==> src/rtl/sist_pkg.sv <==
`timescale 1ns / 1ps
package sist_pkg;
   localparam int MAX_RANGES = 64;
   localparam int ITEM_BITS = 24;
   localparam int SLOT_BITS = $clog2(MAX_RANGES);
   localparam int CNT_BITS = $clog2(MAX_RANGES + 1);
   localparam int LEN_BITS = ITEM_BITS + 1;

   localparam logic [1:0] CMD_INSERT = 2'd0;
   localparam logic [1:0] CMD_REMOVE = 2'd1;
   localparam logic [1:0] CMD_QUERY = 2'd2;
   localparam logic [1:0] CMD_SPARE = 2'd3;

   localparam logic [1:0] ST_OK = 2'd0;
   localparam logic [1:0] ST_FULL = 2'd1;
   localparam logic [1:0] ST_ABSENT = 2'd2;

   typedef struct packed {
      logic [ITEM_BITS-1:0] start;
      logic [LEN_BITS-1:0] len;
   } entry_type;
endpackage

==> src/rtl/sist_ram.sv <==
`timescale 1ns / 1ps
module sist_ram import sist_pkg::*; (
   input  logic clock,
   input  logic wr_en,
   input  logic [SLOT_BITS-1:0] wr_addr,
   input  entry_type wr_data,
   input  logic [SLOT_BITS-1:0] rd_addr,
   output entry_type rd_data
);
   entry_type mem [MAX_RANGES];
   entry_type rd_ff;

   // write port and registered read port
   always_ff @(posedge clock) begin
      if (wr_en) begin
         mem[wr_addr] <= wr_data;
      end
      rd_ff <= mem[rd_addr];
   end
   assign rd_data = rd_ff;
endmodule

==> src/rtl/sorted_interval_set_table.sv <==
`timescale 1ns / 1ps
// Sorted interval set table.
// Keeps a set of item numbers as sorted disjoint ranges in one RAM.
// Request channel (req_valid/req_ready): req_cmd (0 insert, 1 remove,
// 2 or 3 query) and req_item_number. Response channel (rsp_valid/rsp_ready):
// one item per request with membership before the step, the range at the
// resulting slot, the range count after the step and a status code.
// One request is handled at a time. The binary search over the range starts
// takes up to ceil(log2(count+1)) probes, each a RAM read and a compare;
// then the floor and next entries are read, the RAM is updated and
// the reported entry is read back. An insert or remove that opens or closes
// a slot moves the entries above it, one range at a time, each read and
// then written. The next request is taken in the cycle after the response
// is accepted.
// Reset clears the range count and the controller; no clearing pass of the
// RAM is needed since entries at or above the count are never used.
// While the receiver stalls, the response is held and no new request is
// taken, so nothing is lost.
module sorted_interval_set_table import sist_pkg::*; (
   input  logic clock,
   input  logic reset,
   input  logic req_valid,
   output logic req_ready,
   input  logic [1:0] req_cmd,
   input  logic [ITEM_BITS-1:0] req_item_number,
   output logic rsp_valid,
   input  logic rsp_ready,
   output logic rsp_was_member,
   output logic rsp_range_valid,
   output logic [ITEM_BITS-1:0] rsp_range_begin,
   output logic [LEN_BITS-1:0] rsp_range_length,
   output logic [ITEM_BITS-1:0] rsp_offset_in_range,
   output logic [SLOT_BITS-1:0] rsp_range_slot,
   output logic [CNT_BITS-1:0] rsp_ranges_in_use,
   output logic [1:0] rsp_status
);
   localparam logic [3:0] S_IDLE = 4'd0;
   localparam logic [3:0] S_PROBE = 4'd1;
   localparam logic [3:0] S_PWAIT = 4'd2;
   localparam logic [3:0] S_FLOOR = 4'd3;
   localparam logic [3:0] S_NEXT = 4'd4;
   localparam logic [3:0] S_DECIDE = 4'd5;
   localparam logic [3:0] S_SHRD = 4'd6;
   localparam logic [3:0] S_SHWR = 4'd7;
   localparam logic [3:0] S_FIN = 4'd8;
   localparam logic [3:0] S_RPT = 4'd9;
   localparam logic [3:0] S_RPTW = 4'd10;
   localparam logic [3:0] S_OUT = 4'd11;

   localparam logic [1:0] SH_NONE = 2'd0;
   localparam logic [1:0] SH_OPEN = 2'd1;
   localparam logic [1:0] SH_CLOSE = 2'd2;

   logic [3:0] state_ff, state_in;
   logic [CNT_BITS-1:0] used_ff, used_in;
   logic [1:0] cmd_ff, cmd_in;
   logic [ITEM_BITS-1:0] x_ff, x_in;
   logic [CNT_BITS-1:0] lo_ff, lo_in, hi_ff, hi_in, mid_ff, mid_in;
   entry_type fl_ff, fl_in;       // floor entry, later the reported entry
   logic has_fl_ff, has_fl_in;
   logic [CNT_BITS-1:0] p1_ff, p1_in; // floor index + 1
   // write-after-shift pending entry
   entry_type fw_ff, fw_in;
   logic [CNT_BITS-1:0] fwa_ff, fwa_in;
   logic fwe_ff, fwe_in;
   logic [1:0] sh_ff, sh_in;
   logic [CNT_BITS-1:0] k_ff, k_in, kend_ff, kend_in;
   logic [CNT_BITS-1:0] rs_ff, rs_in;   // slot to report
   logic [ITEM_BITS-1:0] off_ff, off_in;
   logic rv_ff, rv_in, mem_ff, mem_in;
   logic [1:0] st_ff, st_in;

   logic wr_en;
   logic [SLOT_BITS-1:0] wr_addr, rd_addr;
   entry_type wr_data, rd_data;

   sist_ram u_ram (
      .clock(clock), .wr_en(wr_en), .wr_addr(wr_addr), .wr_data(wr_data),
      .rd_addr(rd_addr), .rd_data(rd_data)
   );

   logic [LEN_BITS-1:0] xe, fl_end;
   logic member;
   assign xe = {1'b0, x_ff};
   assign fl_end = {1'b0, fl_ff.start} + fl_ff.len;
   assign member = has_fl_ff && (xe < fl_end);

   assign req_ready = (state_ff == S_IDLE);
   assign rsp_valid = (state_ff == S_OUT);

   // sequence one request
   always_comb begin
      logic adj_l, adj_r;
      logic [ITEM_BITS-1:0] offv;
      state_in = state_ff; used_in = used_ff; cmd_in = cmd_ff; x_in = x_ff;
      lo_in = lo_ff; hi_in = hi_ff; mid_in = mid_ff; fl_in = fl_ff;
      has_fl_in = has_fl_ff; p1_in = p1_ff; fw_in = fw_ff; fwa_in = fwa_ff;
      fwe_in = fwe_ff; sh_in = sh_ff; k_in = k_ff; kend_in = kend_ff;
      rs_in = rs_ff; off_in = off_ff; rv_in = rv_ff; mem_in = mem_ff;
      st_in = st_ff;
      wr_en = 1'b0; wr_addr = '0; wr_data = '0;
      rd_addr = mid_ff[SLOT_BITS-1:0];
      adj_l = 1'b0; adj_r = 1'b0; offv = '0;
      case (state_ff)
         S_IDLE: begin
            if (req_valid) begin
               cmd_in = req_cmd; x_in = req_item_number;
               lo_in = '0; hi_in = used_ff;
               state_in = S_PROBE;
            end
         end
         S_PROBE: begin
            if (lo_ff < hi_ff) begin
               mid_in = lo_ff + ((hi_ff - lo_ff) >> 1);
               rd_addr = SLOT_BITS'(mid_in);
               state_in = S_PWAIT;
            end else begin
               p1_in = lo_ff;
               has_fl_in = (lo_ff != '0);
               mid_in = lo_ff - 1'b1;
               state_in = S_FLOOR;
            end
         end
         S_PWAIT: begin
            // read issued last cycle at mid
            state_in = S_PROBE;
         end
         S_FLOOR: begin
            // read of floor entry returns next cycle
            mid_in = p1_ff;
            state_in = S_NEXT;
         end
         S_NEXT: begin
            fl_in = rd_data;
            state_in = S_DECIDE;
         end
         S_DECIDE: begin
            // rd_data now holds entry p1 (valid only if p1 < used)
            offv = x_ff - fl_ff.start;
            mem_in = member; rv_in = 1'b0; st_in = ST_OK; off_in = '0;
            sh_in = SH_NONE; fwe_in = 1'b0;
            adj_l = has_fl_ff && (xe == fl_end);
            adj_r = (p1_ff < used_ff) && ({1'b0, rd_data.start} == xe + 1'b1);
            state_in = S_FIN;
            if (cmd_ff == CMD_INSERT) begin
               if (member) begin
                  rv_in = 1'b1; rs_in = p1_ff - 1'b1; off_in = offv;
               end else if (adj_l && adj_r) begin
                  wr_en = 1'b1; wr_addr = SLOT_BITS'(p1_ff - 1'b1);
                  wr_data.start = fl_ff.start;
                  wr_data.len = fl_ff.len + 1'b1 + rd_data.len;
                  sh_in = SH_CLOSE; k_in = p1_ff; kend_in = used_ff - 1'b1;
                  rv_in = 1'b1; rs_in = p1_ff - 1'b1; off_in = offv;
               end else if (adj_l) begin
                  wr_en = 1'b1; wr_addr = SLOT_BITS'(p1_ff - 1'b1);
                  wr_data.start = fl_ff.start; wr_data.len = fl_ff.len + 1'b1;
                  rv_in = 1'b1; rs_in = p1_ff - 1'b1;
                  off_in = fl_ff.len[ITEM_BITS-1:0];
               end else if (adj_r) begin
                  wr_en = 1'b1; wr_addr = SLOT_BITS'(p1_ff);
                  wr_data.start = rd_data.start - 1'b1;
                  wr_data.len = rd_data.len + 1'b1;
                  rv_in = 1'b1; rs_in = p1_ff;
               end else if (used_ff >= CNT_BITS'(MAX_RANGES)) begin
                  st_in = ST_FULL;
               end else begin
                  fw_in.start = x_ff; fw_in.len = LEN_BITS'(1);
                  fwa_in = p1_ff; fwe_in = 1'b1;
                  sh_in = SH_OPEN; k_in = used_ff; kend_in = p1_ff;
                  rv_in = 1'b1; rs_in = p1_ff;
               end
            end else if (cmd_ff == CMD_REMOVE) begin
               if (!member) begin
                  st_in = ST_ABSENT;
               end else if (offv == '0) begin
                  rv_in = 1'b1; rs_in = p1_ff - 1'b1;
                  if (fl_ff.len > LEN_BITS'(1)) begin
                     wr_en = 1'b1; wr_addr = SLOT_BITS'(p1_ff - 1'b1);
                     wr_data.start = fl_ff.start + 1'b1;
                     wr_data.len = fl_ff.len - 1'b1;
                  end else begin
                     sh_in = SH_CLOSE; k_in = p1_ff - 1'b1;
                     kend_in = used_ff - 1'b1;
                  end
               end else if ({1'b0, offv} == fl_ff.len - 1'b1) begin
                  wr_en = 1'b1; wr_addr = SLOT_BITS'(p1_ff - 1'b1);
                  wr_data.start = fl_ff.start; wr_data.len = fl_ff.len - 1'b1;
                  rv_in = 1'b1; rs_in = p1_ff;
               end else if (used_ff >= CNT_BITS'(MAX_RANGES)) begin
                  st_in = ST_FULL;
               end else begin
                  wr_en = 1'b1; wr_addr = SLOT_BITS'(p1_ff - 1'b1);
                  wr_data.start = fl_ff.start; wr_data.len = {1'b0, offv};
                  fw_in.start = x_ff + 1'b1;
                  fw_in.len = fl_ff.len - {1'b0, offv} - 1'b1;
                  fwa_in = p1_ff; fwe_in = 1'b1;
                  sh_in = SH_OPEN; k_in = used_ff; kend_in = p1_ff;
                  rv_in = 1'b1; rs_in = p1_ff;
               end
            end else begin
               if (member) begin
                  rv_in = 1'b1; rs_in = p1_ff - 1'b1; off_in = offv;
               end
            end
            if (sh_in != SH_NONE) state_in = S_SHRD;
         end
         S_SHRD: begin
            // read source of the next move, or stop
            if ((sh_ff == SH_OPEN && k_ff > kend_ff) ||
                (sh_ff == SH_CLOSE && k_ff < kend_ff)) begin
               rd_addr = (sh_ff == SH_OPEN) ? SLOT_BITS'(k_ff - 1'b1)
                                            : SLOT_BITS'(k_ff + 1'b1);
               state_in = S_SHWR;
            end else begin
               used_in = (sh_ff == SH_OPEN) ? used_ff + 1'b1 : used_ff - 1'b1;
               state_in = S_FIN;
            end
         end
         S_SHWR: begin
            wr_en = 1'b1; wr_addr = SLOT_BITS'(k_ff); wr_data = rd_data;
            k_in = (sh_ff == SH_OPEN) ? k_ff - 1'b1 : k_ff + 1'b1;
            state_in = S_SHRD;
         end
         S_FIN: begin
            if (fwe_ff) begin
               wr_en = 1'b1; wr_addr = SLOT_BITS'(fwa_ff); wr_data = fw_ff;
               fwe_in = 1'b0;
            end
            state_in = S_RPT;
         end
         S_RPT: begin
            if (rv_ff && rs_ff < used_ff) begin
               rd_addr = SLOT_BITS'(rs_ff);
            end else begin
               rv_in = 1'b0;
            end
            state_in = S_RPTW;
         end
         S_RPTW: begin
            fl_in = rv_ff ? rd_data : '0;
            state_in = S_OUT;
         end
         S_OUT: begin
            if (rsp_ready) state_in = S_IDLE;
         end
         default: state_in = S_IDLE;
      endcase
      // binary search compare, using data read at mid
      if (state_ff == S_PWAIT) begin
         if (rd_data.start <= x_ff) lo_in = mid_ff + 1'b1;
         else hi_in = mid_ff;
      end
   end

   // hold state
   always_ff @(posedge clock) begin
      if (reset) begin
         state_ff <= S_IDLE;
         used_ff <= '0;
         fwe_ff <= 1'b0;
      end else begin
         state_ff <= state_in;
         used_ff <= used_in;
         fwe_ff <= fwe_in;
      end
      cmd_ff <= cmd_in; x_ff <= x_in; lo_ff <= lo_in; hi_ff <= hi_in;
      mid_ff <= mid_in; fl_ff <= fl_in; has_fl_ff <= has_fl_in; p1_ff <= p1_in;
      fw_ff <= fw_in; fwa_ff <= fwa_in; sh_ff <= sh_in; k_ff <= k_in;
      kend_ff <= kend_in; rs_ff <= rs_in; off_ff <= off_in; rv_ff <= rv_in;
      mem_ff <= mem_in; st_ff <= st_in;
   end

   assign rsp_was_member = mem_ff;
   assign rsp_range_valid = rv_ff;
   assign rsp_range_begin = rv_ff ? fl_ff.start : '0;
   assign rsp_range_length = rv_ff ? fl_ff.len : '0;
   assign rsp_offset_in_range = rv_ff ? off_ff : '0;
   assign rsp_range_slot = rv_ff ? SLOT_BITS'(rs_ff) : '0;
   assign rsp_ranges_in_use = used_ff;
   assign rsp_status = st_ff;

`ifndef SYNTHESIS
   a_count: assert property (@(posedge clock) disable iff (reset)
      used_ff <= CNT_BITS'(MAX_RANGES)) else $error("range count overflow");
   a_excl: assert property (@(posedge clock) disable iff (reset)
      !(req_ready && rsp_valid)) else $error("request taken while response held");
   a_full: assert property (@(posedge clock) disable iff (reset)
      rsp_valid && rsp_status == ST_FULL |-> !rsp_range_valid)
      else $error("full status with range");
`endif
endmodule
==> config.mk <==
export PLATFORM = sky130hd
export DESIGN_NAME = sorted_interval_set_table
export DESIGN_NICKNAME = d
export VERILOG_FILES = /design/src/rtl/sist_pkg.sv /design/src/rtl/sist_ram.sv /design/src/rtl/sorted_interval_set_table.sv
export SDC_FILE = /design/constraint.sdc
export NUM_CORES = 2
export LEC_CHECK = 0
export BUFFER_PORTS_ARGS = -buffer_cell sky130_fd_sc_hd__buf_2
export CELL_PAD_IN_SITES_DETAIL_PLACEMENT = 0
export CELL_PAD_IN_SITES_GLOBAL_PLACEMENT = 1
export CORE_MARGIN = 4
export CORE_UTILIZATION = 25
export DETAILED_ROUTE_END_ITERATION = 10
export PLACE_DENSITY_LB_ADDON = 0.05
export SETUP_SLACK_MARGIN = 0.2
export SLEW_MARGIN = 10
export SYNTH_ARGS = -nofsm -noshare
export SYNTH_HDL_FRONTEND = slang
export SYNTH_SLANG_ARGS = --single-unit
export TNS_END_PERCENT = 30
==> constraint.sdc <==
create_clock -name clock -period 23.9 [get_ports clock]
set_input_delay 5.975 -clock clock [delete_from_list [all_inputs] [get_ports clock]]
set_output_delay 5.975 -clock clock [all_outputs]
set_load 0.005 [all_outputs]
# After elaboration in Yosys (flattened, before gate mapping)
# Memories as Yosys holds them, arrays and structs flattened. A register that Yosys moved wholly into a read port is not among the register bits.
# Cells that the tools add are included.
# Widths: inputs -> output; s select.
# classes
add_sub_neg,21
n_mux,174
n_eq_ne,38
magnitude_cmp,9
bitwise_logic,2
reduce_logical,30
# op_table
operator,count
$mux 49,24
$mux 7,54
$mux 24,8
$pmux 49 s3,1
$mux 6,17
$pmux 49 s2,1
$eq 24x25->1,3
$add 25x1->25 const B,2
$sub 25x1->25 const B,2
$add 24x1->24 const B,2
$pmux 4 s12,1
$mux 1,44
$pmux 6 s3,2
$lt 7x7->1,4
$pmux 7 s2,2
$sub 7x1->7 const B,4
$add 24x1->25 const B,1
$add 24x25->25,1
$add 25x25->25,1
$gt 25x1->1 const B,1
$lt 24x25->1,1
$mux 25,1
$sub 25x24->25,1
$le 24x24->1,1
34 further kinds,95
# word_totals
output_inout_bits,92
ff_bits,223
ramBits,3136
mem_count,1
elab_cells,298
inputBits,30
# memory_table
name,words,width,rd,rd_clocked_by_memory_dff,wr,line_no,source
u_ram.mem,64,49,1,1,1,sist_ram.sv:10,entry_type mem [MAX_RANGES];

# Depth between registers and ports, before layout
# depth
word_depth,12
depth_mapped,30
depth_no_buf,28

# By module
# Synthesis repeated with hierarchy kept, for this count alone.
# hier_totals
cells_unflattened,8308
area_unflattened_um2,144584.9
# modules_own_cells
module,instances,area_per_inst_um2,cells_each
sist_ram,1,120306.6,5311
sorted_interval_set_table,1,24278.3,2997

# Worst setup path before layout
# OpenSTA, ideal clock, no wires.
# synth_path
kind,reg2reg
start,reg fl_ff[1] (netlist name)
end,"mem u_ram.mem[0][0] (netlist name), enable pin"
arrival_time_ns,13.295
required_ns,23.181
setup_time_ns,0.719
slack_ns,9.885
n_path_buf,0
stages_incl_launch_ff,27
path_cell_list,edfxtp_1 inv_1 fa_1 nand2b_1 a21o_1 a2111oi_0 nor2_1 nor2b_1 o21ai_0 nand2b_1 a21oi_1 o21bai_1 a21oi_1 o21bai_1 xnor2_1 ha_1 a211o_1 a21oi_1 a211oi_1 a211oi_1 nor2_1 nor2_1 a2bb2oi_1 o21ai_0 a31oi_1 o21ai_0 a2111oi_0
# synth_via
elab_chain_cells,10
word_cells_on_any_way,31
cone_classes,add/sub (2); order compare (2); eq/ne (2); mux (22); reduce/logical (3)
# synth_rtl
item,line_no,source
start: declaration,sorted_interval_set_table.sv:59,"entry_type fl_ff, fl_in;"
start signal: assignment,sorted_interval_set_table.sv:267,mid_ff <= mid_in; fl_ff <= fl_in; has_fl_ff <= has_fl_in; p1_ff <= p1_in;
branches (longest 10 deep; another with $add 24x25->25),n/a,
end: declaration,sist_ram.sv:10,
# Parallel ways; which one is timed is not known.

# Worst setup path after layout
# layout_path
start,reg fl_ff[0] (netlist name)
end,"mem u_ram.mem[35][14] (netlist name), enable pin"
# The elaborated chain is that of the path after synthesis.

==> impl_metrics.env <==
export IMPL_synth_top_family_by_area="compound AO/OA/AOI/OAI gates"
export IMPL_crit_type="reg2reg"
export IMPL_vias=97500
export IMPL_synthSimpleGateAreaFrac=0.0863
export IMPL_hold_violations=0
export IMPL_synth_area_per_cell_sq_um=13.2
export IMPL_gr_total_overflow=0
export IMPL_finalSetupViolCount=0
export IMPL_io_buffer_count=121
export IMPL_fin_crit_sh=0.455
export IMPL_regArea_sq_um=102000
export IMPL_cts_hold_buf=0
export IMPL_rows=281
export IMPL_yosysTopAreaCell="edfxtp_1"
export IMPL_num_io_pins=122
export IMPL_slowest_stage="nor2_4"
export IMPL_rrSetupSlack_ns=13.03
export IMPL_die_area_sq_um=600000
export IMPL_crit_fanout=29
export IMPL_final_nets=11500
export IMPL_synth_nets=11400
export IMPL_synth_xor_area_share=0.0169
export IMPL_post_cts_setup_buffers=0
export IMPL_hold_end="fwe_ff"
export IMPL_n_fill_cell=59300
export IMPL_ctsRootBufferMaster="clkbuf_16"
export IMPL_clock_fmax_ghz=0.0920
export IMPL_r2r_start="fl_ff[0]"
export IMPL_period_needed_ns=10.87
export IMPL_cp_required_ns=24.51
export IMPL_endpoint_kind="flip-flop"
export IMPL_netlist_area_leader_share=0.681
export IMPL_finalMaxSlewViolations=0
export IMPL_ys_seq_area_frac=0.691
export IMPL_setup_ws_ns=13.03
export IMPL_pwr_share_comb=0.457
export IMPL_wire_per_inst_microns=30.9
export IMPL_status="finished, final reports clean"
export IMPL_synthMuxAreaShare=0.0304
export IMPL_ir_drop_v=0.000141
export IMPL_synth_seq_cells=3407
export IMPL_wirelength_mm=600
export IMPL_grt_pass1_vias=96300
export IMPL_start_util=0.251
export IMPL_syn_to_final_growth_pct=16.8
export IMPL_synth_edff_count=3332
export IMPL_final_cell_count_no_fill=19400
export IMPL_dr_pass1_iters=6
export IMPL_ant_nets=0
export IMPL_r2r_end="u_ram.mem[35][14]"
export IMPL_p_switching_mw=10.6
export IMPL_dp_cells=18600
export IMPL_viasPerCell=5.02
export IMPL_p_per_area_nw_per_um2=140
export IMPL_cts_max_level=5
export IMPL_slew_headroom=0.115
export IMPL_hpwl_mm=389
export IMPL_grt_pass1_wl_mm=823
export IMPL_synthCells=11100
export IMPL_hold_path_class="reg2reg"
export IMPL_yosys_cell_count_top_type="edfxtp_1"
export IMPL_multi_input_area_sq_um=42900
export IMPL_place_ws_ns=12.87
export IMPL_slowest_delay_ns=0.88
export IMPL_grt_max_degree=133
export IMPL_yosys_warnings=0
export IMPL_synth_compound_gate_area_share=0.134
export IMPL_path_common_cell="buf_4"
export IMPL_crit_path_start_kind="flip-flop"
export IMPL_swShare=0.444
export IMPL_ys_top_cells_by_count="edfxtp_1, nand2_1, a21oi_1"
export IMPL_synth_area_leaders="edfxtp_1, a21oi_1, nand2_1"
export IMPL_rsz0062_at_grt="no"
export IMPL_min_from="fwe_ff"
export IMPL_finClkSkew_ns=0.0551
export IMPL_worst_pin_slew_ns=1.33
export IMPL_async_reset_ff_frac=0
export IMPL_finalSetupTns_ns=0
export IMPL_synthFlopType="edfxtp_1"
export IMPL_synthDistinctLibCells=106
export IMPL_gp_congestion=0.840
export IMPL_worstHoldPathCells=2
export IMPL_drt_iter0_drc=7651
export IMPL_drive_above_1_share=0.111
export IMPL_clkTransAtPathRegs_ns=0.06
export IMPL_reg2reg_depth=32
export IMPL_die_h_microns=775
export IMPL_p_int_mw=13.3
export IMPL_route_detailed_drc=0
export IMPL_whs_ns=0.485
export IMPL_numCtsBuffers=413
export IMPL_ctsResizeCount=0
export IMPL_max_cap_viol_count=0
export IMPL_crit_arrival_ns=11.48
export IMPL_power_frac_seq=0.289
export IMPL_synth_fa_ha_area_frac=0.0171
export IMPL_clockPowerShare=0.255
export IMPL_insertion_delay_ns=1.01
export IMPL_core_sq_um=586000
export IMPL_gr_usage_all_layers=0.193
export IMPL_p_leak_nw=52.8
export IMPL_fin_util=0.293
export IMPL_clock_sinks=3407
export IMPL_syn_area_sq_um=147000
export IMPL_antenna_found_initial=68
export IMPL_fp_dieW_microns=775
export IMPL_tritoncts="yes"
export IMPL_cts_max_path_buffers=4
## critical path: cells and delay by family (launching register included)
| family | cells | cell delay (ns) |
|---|---|---|
| compound gates | 13 | 2.98 |
| flops | 1 | 0.63 |
| simple gates | 9 | 3.74 |
| buf+inv | 6 | 1.92 |
| fa+ha+maj | 3 | 0.93 |
| xor+xnor | 1 | 0.14 |
## cell usage in the layout, fill, tap and decap left out, types with 190 or more instances in the layout
cell,instances
a21oi_1,1348
mux2i_1,426
a32oi_1,392
a221oi_1,404
ha_1,191
nand2_1,1791
clkbuf_16,418
edfxtp_1,3332
xnor2_1,190
nor2_1,333
a211oi_1,235
buf_4,360
## final cells by class
| cell class | count | share of cell area |
|---|---|---|
| Clock buffer | 524 | 0.0641 |
| Inverter | 163 | 0.00356 |
| Tap cell | 7782 | 0.0567 |
| Multi-Input combinational cell | 6777 | 0.250 |
| Clock inverter | 243 | 0.0119 |
| Sequential cell | 3407 | 0.592 |
| Antenna cell | 44 | 0.000642 |
| Timing Repair Buffer | 497 | 0.0211 |
## flip-flops by register name, summed over array words and instances (netlist names), 24 cells and up
name	flops
u_ram.mem	3136
fl_ff	49
fw_ff	49
u_ram.rd_data	49
off_ff	24
x_ff	24
## worst max path at each step
stage	from	endpoint	slack, ns	depth (start not counted)
floorplan	fl_ff[1]	u_ram.mem[0][0]	9.89	26
finish	fl_ff[0]	u_ram.mem[35][14]	13.03	32
CTS	fl_ff[0]	u_ram.mem[35][9]	12.80	32
global route	fl_ff[0]	u_ram.mem[35][2]	12.34	32
detailed placement	fl_ff[0]	u_ram.mem[35][16]	12.87	32
global placement	fl_ff[0]	u_ram.mem[35][9]	12.54	32
## layer usage
layer,track usage,vias to the layer above,share of wire
met4,0.0425,6,0.023
li1,-,43300,-
met5,0,-,0.000072
met2,0.320,2480,0.47
met1,0.271,51000,0.47
met3,0.0216,685,0.038
## cell families after synthesis
group,after synthesis
DFF,3407
AOI/OAI and AO/OA,2969
and+or+nand+nor,2894
buffers and inverters,945
muxes,444
xor gates and xnor gates,273
adders and majority gates,197
## power groups by stage
stage	Combinational [mW]	Sequential, mW	Clock, mW
after floorplan	6.69	6.86	0
after global placement	11.2	7.05	0
after detailed placement	11.2	7.05	0
after CTS	11.2	6.92	6.32
after global routing	11.9	6.92	6.57
final	11.0	6.92	6.11
## through the flow
| step | power [mW] | instance area [sq um] |
|---|---|---|
| after CTS | 24.4 | 172000 |
| after detailed placement | 18.2 | 158000 |
| after global placement | 18.2 | 158000 |
| final | 24.0 | 172000 |
| after floorplan | 13.5 | 147000 |
| after global routing | 25.4 | 172000 |
Power figures use the tool's default switching activity.
